$ cat src/design/btc_pkg.sv
// btc_pkg: shared types and constants for the barometric trim compensation block.
// No dependencies; imported by btc_temp, baro_trim_compensation.
package btc_pkg;

    // configuration register index
    typedef enum logic [1:0] {
        CFG_TEMP_TRIM = 2'd0,
        CFG_PRES_LO   = 2'd1,
        CFG_PRES_HI   = 2'd2
    } cfg_sel_t;

    typedef logic signed [15:0] tq_t;     // temperature, 1/256 degC
    typedef logic        [23:0] raw_t;    // raw converter reading
    typedef logic signed [89:0] acc_t;    // pressure numerator over 2^65

    localparam int TEMP_TRIM_W = 40;
    localparam int TRIM_W      = 64;

    localparam logic signed [20:0] TQ_HI = 21'sd32767;
    localparam logic signed [20:0] TQ_LO = -21'sd32768;

    localparam logic signed [16:0] P_OFFSET = 17'sd16384;

    // v / 100 as (v * RECIP_100) >> RECIP_SHIFT, exact for v below 2^30
    localparam logic [30:0] RECIP_100   = 31'd1374389535;
    localparam int          RECIP_SHIFT = 37;
    localparam logic signed [36:0] V_SAT = 37'sd838860800;
    localparam logic [22:0] PRES_MAX    = 23'h7FFFFF;

endpackage

$ cat src/design/btc_temp.sv
// btc_temp: four-stage temperature compensation pipeline (quadratic in raw - T1).
// Depends on btc_pkg; instantiated by baro_trim_compensation.
module btc_temp
    import btc_pkg::*;
(
    input  logic                   clk,
    input  logic                   rst_n,
    input  logic                   en,
    input  logic                   in_valid,
    input  raw_t                   raw_temperature,
    input  raw_t                   raw_pressure,
    input  logic [TEMP_TRIM_W-1:0] temp_trim,
    output logic                   out_valid,
    output tq_t                    tq,
    output raw_t                   rp
);

    logic [15:0]       t1;
    logic [15:0]       t2;
    logic signed [7:0] t3;

    logic [3:0]               vld_reg;
    logic signed [24:0]       d_reg, d_next;
    logic signed [41:0]       m1_reg, m1_next, m1b_reg;
    logic signed [49:0]       m2_reg, m2_next;
    logic signed [57:0]       m3_reg, m3_next;
    tq_t                      tq_reg, tq_next;
    raw_t                     rp1_reg, rp2_reg, rp3_reg, rp4_reg;
    logic signed [60:0]       num;
    logic signed [20:0]       tqw;

    assign t1 = temp_trim[15:0];
    assign t2 = temp_trim[31:16];
    assign t3 = temp_trim[39:32];

    always_comb
    begin
        d_next  = $signed({1'b0, raw_temperature}) - $signed({1'b0, t1, 8'b0});
        m1_next = d_reg * $signed({1'b0, t2});
        m2_next = d_reg * d_reg;
        m3_next = m2_reg * t3;
        num     = (61'(m1b_reg) <<< 18) + 61'(m3_reg);
        tqw     = num[60:40];
        if (tqw > TQ_HI)
        begin
            tq_next = tq_t'(TQ_HI);
        end
        else if (tqw < TQ_LO)
        begin
            tq_next = tq_t'(TQ_LO);
        end
        else
        begin
            tq_next = tqw[15:0];
        end
    end

    always_ff @(posedge clk or negedge rst_n)
    begin
        if (!rst_n)
        begin
            vld_reg <= '0;
        end
        else if (en)
        begin
            vld_reg <= {vld_reg[2:0], in_valid};
        end
    end

    always_ff @(posedge clk)
    begin
        if (en)
        begin
            d_reg   <= d_next;
            rp1_reg <= raw_pressure;
            m1_reg  <= m1_next;
            m2_reg  <= m2_next;
            rp2_reg <= rp1_reg;
            m1b_reg <= m1_reg;
            m3_reg  <= m3_next;
            rp3_reg <= rp2_reg;
            tq_reg  <= tq_next;
            rp4_reg <= rp3_reg;
        end
    end

    assign out_valid = vld_reg[3];
    assign tq        = tq_reg;
    assign rp        = rp4_reg;

endmodule

$ cat config.mk
export PLATFORM = sky130hd
export DESIGN_NAME = btc_temp
export DESIGN_NICKNAME = d
export VERILOG_FILES = /design/src/design/btc_pkg.sv /design/src/design/btc_temp.sv
export SDC_FILE = /design/constraint.sdc
export NUM_CORES = 2
export LEC_CHECK = 0
export BUFFER_PORTS_ARGS = -buffer_cell sky130_fd_sc_hd__buf_2
export CAP_MARGIN = 20
export CORE_MARGIN = 5
export CORE_UTILIZATION = 65
export CTS_CLUSTER_SIZE = 14
export DETAILED_ROUTE_END_ITERATION = 10
export GPL_TIMING_DRIVEN = 0
export PLACE_DENSITY = 0.82
export RECOVER_POWER = 100
export SYNTH_ARGS = -nofsm -noshare
export SYNTH_HDL_FRONTEND = slang
export SYNTH_SLANG_ARGS = --single-unit
$ cat constraint.sdc
create_clock -name clk -period 8.2 [get_ports clk]
set_clock_uncertainty 0.05 [all_clocks]
set_input_delay 0.41 -clock clk [delete_from_list [all_inputs] [get_ports clk]]
set_output_delay 0.41 -clock clk [all_outputs]
set_load 0.05 [all_outputs]
# Word-level counts from Yosys, hierarchy flattened
# Index checks and enable logic that the tools add are counted.
[classes]
n_addsub = 2
shift = 0
n_lt_le_gt_ge = 2
n_reduce_logical = 0
eq_ne = 0
muxes = 1
div_mod_pow = 0
n_bitwise = 0
mul = 3
[op_table]
columns = ["operator", "count"]
rows = [
  ["adder 60 x 58 -> 61 bit", 1],
  ["multiplier 50 x 8 -> 58 bit", 1],
  ["multiplier 25 x 25 -> 50 bit", 1],
  ["multiplier 25 x 17 -> 42 bit", 1],
  ["subtractor 24 x 24 -> 25 bit", 1],
  ["> comparator 21 x 16 -> 1 bit, second input constant", 1],
  ["less-than comparator 21 x 16 -> 1 bit, second input constant", 1],
  ["two-way mux 16 bit", 1],
]
[totals]
memories = 0
regBits = 333
mem_bits_ro = 0
elab_cells = 19
inputBits = 92
latch_bits = 0
ram_bits = 0

# Depth between registers and ports, before layout
[depth]
word_depth = 3
depth_mapped = 29

# Worst setup path after synthesis
# OpenSTA, ideal clock, no wires.
[synth_timing]
path_type = "reg-to-reg"
from = "register d_reg[15]"
to = "register m2_reg[49], data pin"
stages_incl_launch_ff = 29
path_buffers = 3
setup_ns = 0.260
path_slack_ns = 0.795
period_less_slack_ns = 7.405
arrival_ns = 7.095
t_required_ns = 7.890
path_cell_list = "edfxtp_1 clkbuf_1 clkbuf_1 nand2_1 fa_1 inv_1 fa_1 inv_1 fa_1 inv_1 fa_1 inv_1 fa_1 inv_1 fa_1 inv_1 fa_1 inv_1 ha_1 clkbuf_1 and3_1 o21ai_0 o211a_1 a31o_2 o31a_1 o41ai_2 a211o_1 a21oi_1 xnor2_1"
[synth_between]
elab_chain_len = 1
[synth_lines]
columns = ["item", "line", "rtl"]
rows = [
  ["from (decl)", "btc_temp.sv:23", "logic signed [24:0] d_reg, d_next;"],
  ["from (signal assigned)", "btc_temp.sv:74", "d_reg <= d_next;"],
  ["multiplier 25 x 25 -> 50 bit", "btc_temp.sv:40", "m2_next = d_reg * d_reg;"],
  ["named net m2_next[49]", "btc_temp.sv:25", "logic signed [49:0] m2_reg, m2_next;"],
  ["to (signal assigned)", "btc_temp.sv:77", "m2_reg <= m2_next;"],
  ["to (decl)", "btc_temp.sv:25", ""],
]
# The timed path passes the listed nets, and every way through them passes these cells.
# A chain may end at the register's enable or synchronous reset.

# Worst setup path after layout
[layout_timing]
from = "register d_reg[20]"
to = "register m2_reg[41], data pin"
# Same word-level chain as after synthesis.

==> impl_metrics.ini <==
[cts]
clockBufferDepth = 3
clk_latency_ns = 0.59
cts_root_buffer = clkbuf_16
cts-htree-levels = 2
tritoncts = done
cts.sinks = 314
cts_buffers = 39
clkTransAtPathRegs_ns = 0.06

[yosys]
synth_compound_area_share_pct = 5.16
syn_area_per_cell_um2 = 10.1
synth_area_leaders = fa_1, edfxtp_1, inv_1
synth_cell_types = 73
synth_simple_gate_area_share_pct = 12.5
synthMuxAreaShare_pct = 0.129
ys_ff_latch = 314
synthAdderAreaFrac_pct = 52.8
synthTopCellsByCount = inv_1, fa_1, nand2_1, and2_1, ha_1
syn_nets = 7691
syn_area_um2 = 59300
seq_area_frac_synth_pct = 15.9
synth_top_family_by_area = adder cells
synth_most_common_cell = inv_1
synth_top_area_share_pct = 43.9
dominantRegCellSynth = edfxtp_1
async_reset_ff_share_pct = 1.27
synth-edff-count = 310
synth_xor_area_share_pct = 2.61
yosysTopAreaCell = fa_1
synthCells = 5874
synth_warnings = 0

[timing]
slew_viol_final = 319
slew_headroom_pct = -168
fin_tns_setup_ns = -0.0776
tightest_slew_ns = 4.02
rsz0062_at_grt = yes
hold_violations = 0
fin_crit_sh_pct = 101
setup_violations = 2
fin_ws_ns = -0.0670
min_period_ns = 8.27
fmax_mhz = 121

[placement]
dp_hpwl_um = 134000
io_buffers = 125
place_congestion = 1.01

[floorplanning]
start_util_pct = 65.7
num_rows = 110
ios = 133
dieArea_um2 = 97400
die_x_um = 312
core_um2 = 90300
die_h_um = 312

[global_routing]
gr-usage-met3_pct = 8.49
track_usage_pct = 34.5
grt_pass1_vias = 45900
grt_pass1_wl_um = 255000
antenna_found_initial = 14
gr-usage-met1_pct = 41.9
busiest_layer = met2
met2_usage_pct = 55.8
grt_max_degree = 128
grt-ovfl-total = 0

[final_layout]
nNetsFinal = 7922
final_layout_size_suffix_gt1_share_pct = 5.15
area_delta_synth_final_pct = 7.53
largest_reg_flops = 49

[job]
maxCapViolCount = 3

[setup_path]
cp.arrival_ns = 8.47
critical_path_class = reg2reg
required_ns = 8.40
start_kind = register
crit_path_max_fanout = 10
worstSetupEndpointType = register

[detailed_routing]
ant_nets = 0
avgRoutedWirePerCell_um = 22.4
drt_iter0_drc = 3174
wirelength_um = 164000
via_per_inst = 5.75
drc = 0
via_count = 42100
first_pass_iters = 5

[outcome]
status = finished, violations left
failed_checks = max-capacitance violations, max-slew violations, negative setup slack

[min_path]
hold_path.class = in2reg
## placed cells by master (no fill, tap or decap), drive strengths merged, types with 10 or more instances in the layout
master	n
nor2b	31
a21oi	143
nand4	19
o21bai	21
xor2	54
fa	1299
a31oi	12
nand2	603
inv	1530
and3	15
nor2	98
nand3	31
o211ai	15
a211oi	10
a21boi	12
diode	14
a21o	90
o21a	19
ha	426
clkinv	16
o21ai	72
xnor2	123
edfxtp	310
clkbuf	248
buf	143
and2	542
nand2b	74
nor3	24
dlygate4sd3	33
## critical path, stage by stage, from the launching register on
cell,delay (ns)
edfxtp_1,0.44
buf_4,0.32
clkbuf_4,0.34
nand2_1,0.16
fa_1,0.55
inv_1,0.05
fa_1,0.52
inv_1,0.07
fa_1,0.48
fa_1,0.53
inv_1,0.07
fa_1,0.44
fa_1,0.53
inv_1,0.05
fa_1,0.53
inv_1,0.07
ha_1,0.36
a21o_1,0.20
a21o_1,0.18
a21oi_1,0.18
nor2b_1,0.11
a221oi_1,0.36
o31a_1,0.34
o211ai_1,0.16
buf_4,0.16
a22oi_1,0.68
## metrics by stage
step / std cells / cell area, µm² / hold WS, ns / util [%] / setup slack, ns
2_1_floorplan: 5874 / 59300 / 0.0644 / - / 0.795
3_3_place_gp: 7175 / 61400 / 0.164 / 68.0 / -1.72
5_1_grt: 7313 / 63700 / 0.0186 / 70.6 / -0.113
6_report: 7326 / 63800 / 0.0229 / 70.6 / -0.0670
3_5_place_dp: 7177 / 61500 / 0.169 / 68.1 / -1.72
4_1_cts: 7298 / 63600 / 0.00179 / 70.4 / -0.00377
## kinds of logic after synthesis
family                   count (synthesis)
AO/OA/AOI/OAI                          463
AND/OR/NAND/NOR                       1469
multiplexers                             7
XOR/XNOR                               177
adder cells (fa/ha/maj)               1725
buffers and inverters                 1717
other                                    2
flip-flops                             314
## path summary, 6_finish.rpt
kind | endpoint | slack (ns) | start | depth (start not counted)
setup / recovery | m2_reg[41]$_DFFE_PP_ | -0.07 | d_reg[20]$_DFFE_PP_ | 25
hold / removal | vld_reg[0]$_DFFE_PN0P_ | 0.02 | in_valid | 2
min in group asynchronous | vld_reg[1]$_DFFE_PN0P_ | 0.15 | rst_n | 2
setup reg to reg | m2_reg[41]$_DFFE_PP_ | -0.07 | d_reg[20]$_DFFE_PP_ | 25
max in group asynchronous | vld_reg[2]$_DFFE_PN0P_ | 7.77 | rst_n | 2
hold reg to reg | m1b_reg[9]$_DFFE_PP_ | 0.36 | m1_reg[9]$_DFFE_PP_ | 0
## routing by layer
layer | part of all wire (%) | vias to the layer above | wire, µm
met2 | 47 | 2152 | 77200
li1 | - | 18000 | -
met4 | 8.0 | 6 | 13100
met3 | 10 | 668 | 16400
met5 | 0.023 | - | 38
met1 | 35 | 21300 | 57400
## timing repair
item | CTS | global route
gates resized for setup | 149 | 105
hold buffers | 33 | 0
buffers inserted | 21 | 17
setup endpoints to repair | 35 | 17
pin swaps | 4 | 12
hold endpoints to repair | 36 | 0
## area by class of cell
| cell class | count | area [µm²] |
|---|---|---|
| timing repair buffer | 198 | 1200 |
| sequential | 314 | 9410 |
| clock buffer | 44 | 1020 |
| tap | 1176 | 1470 |
| clock inverter | 28 | 243 |
| antenna | 14 | 35.0 |
| inverter | 1527 | 5740 |
| buffer | 182 | 1010 |
| multi-input combinational | 3843 | 43600 |
| fill | 6707 | 26500 |
Power is left out: the tool's default activity adds up to more than one toggle a clock period on the data nets, which glitch-free logic cannot reach.
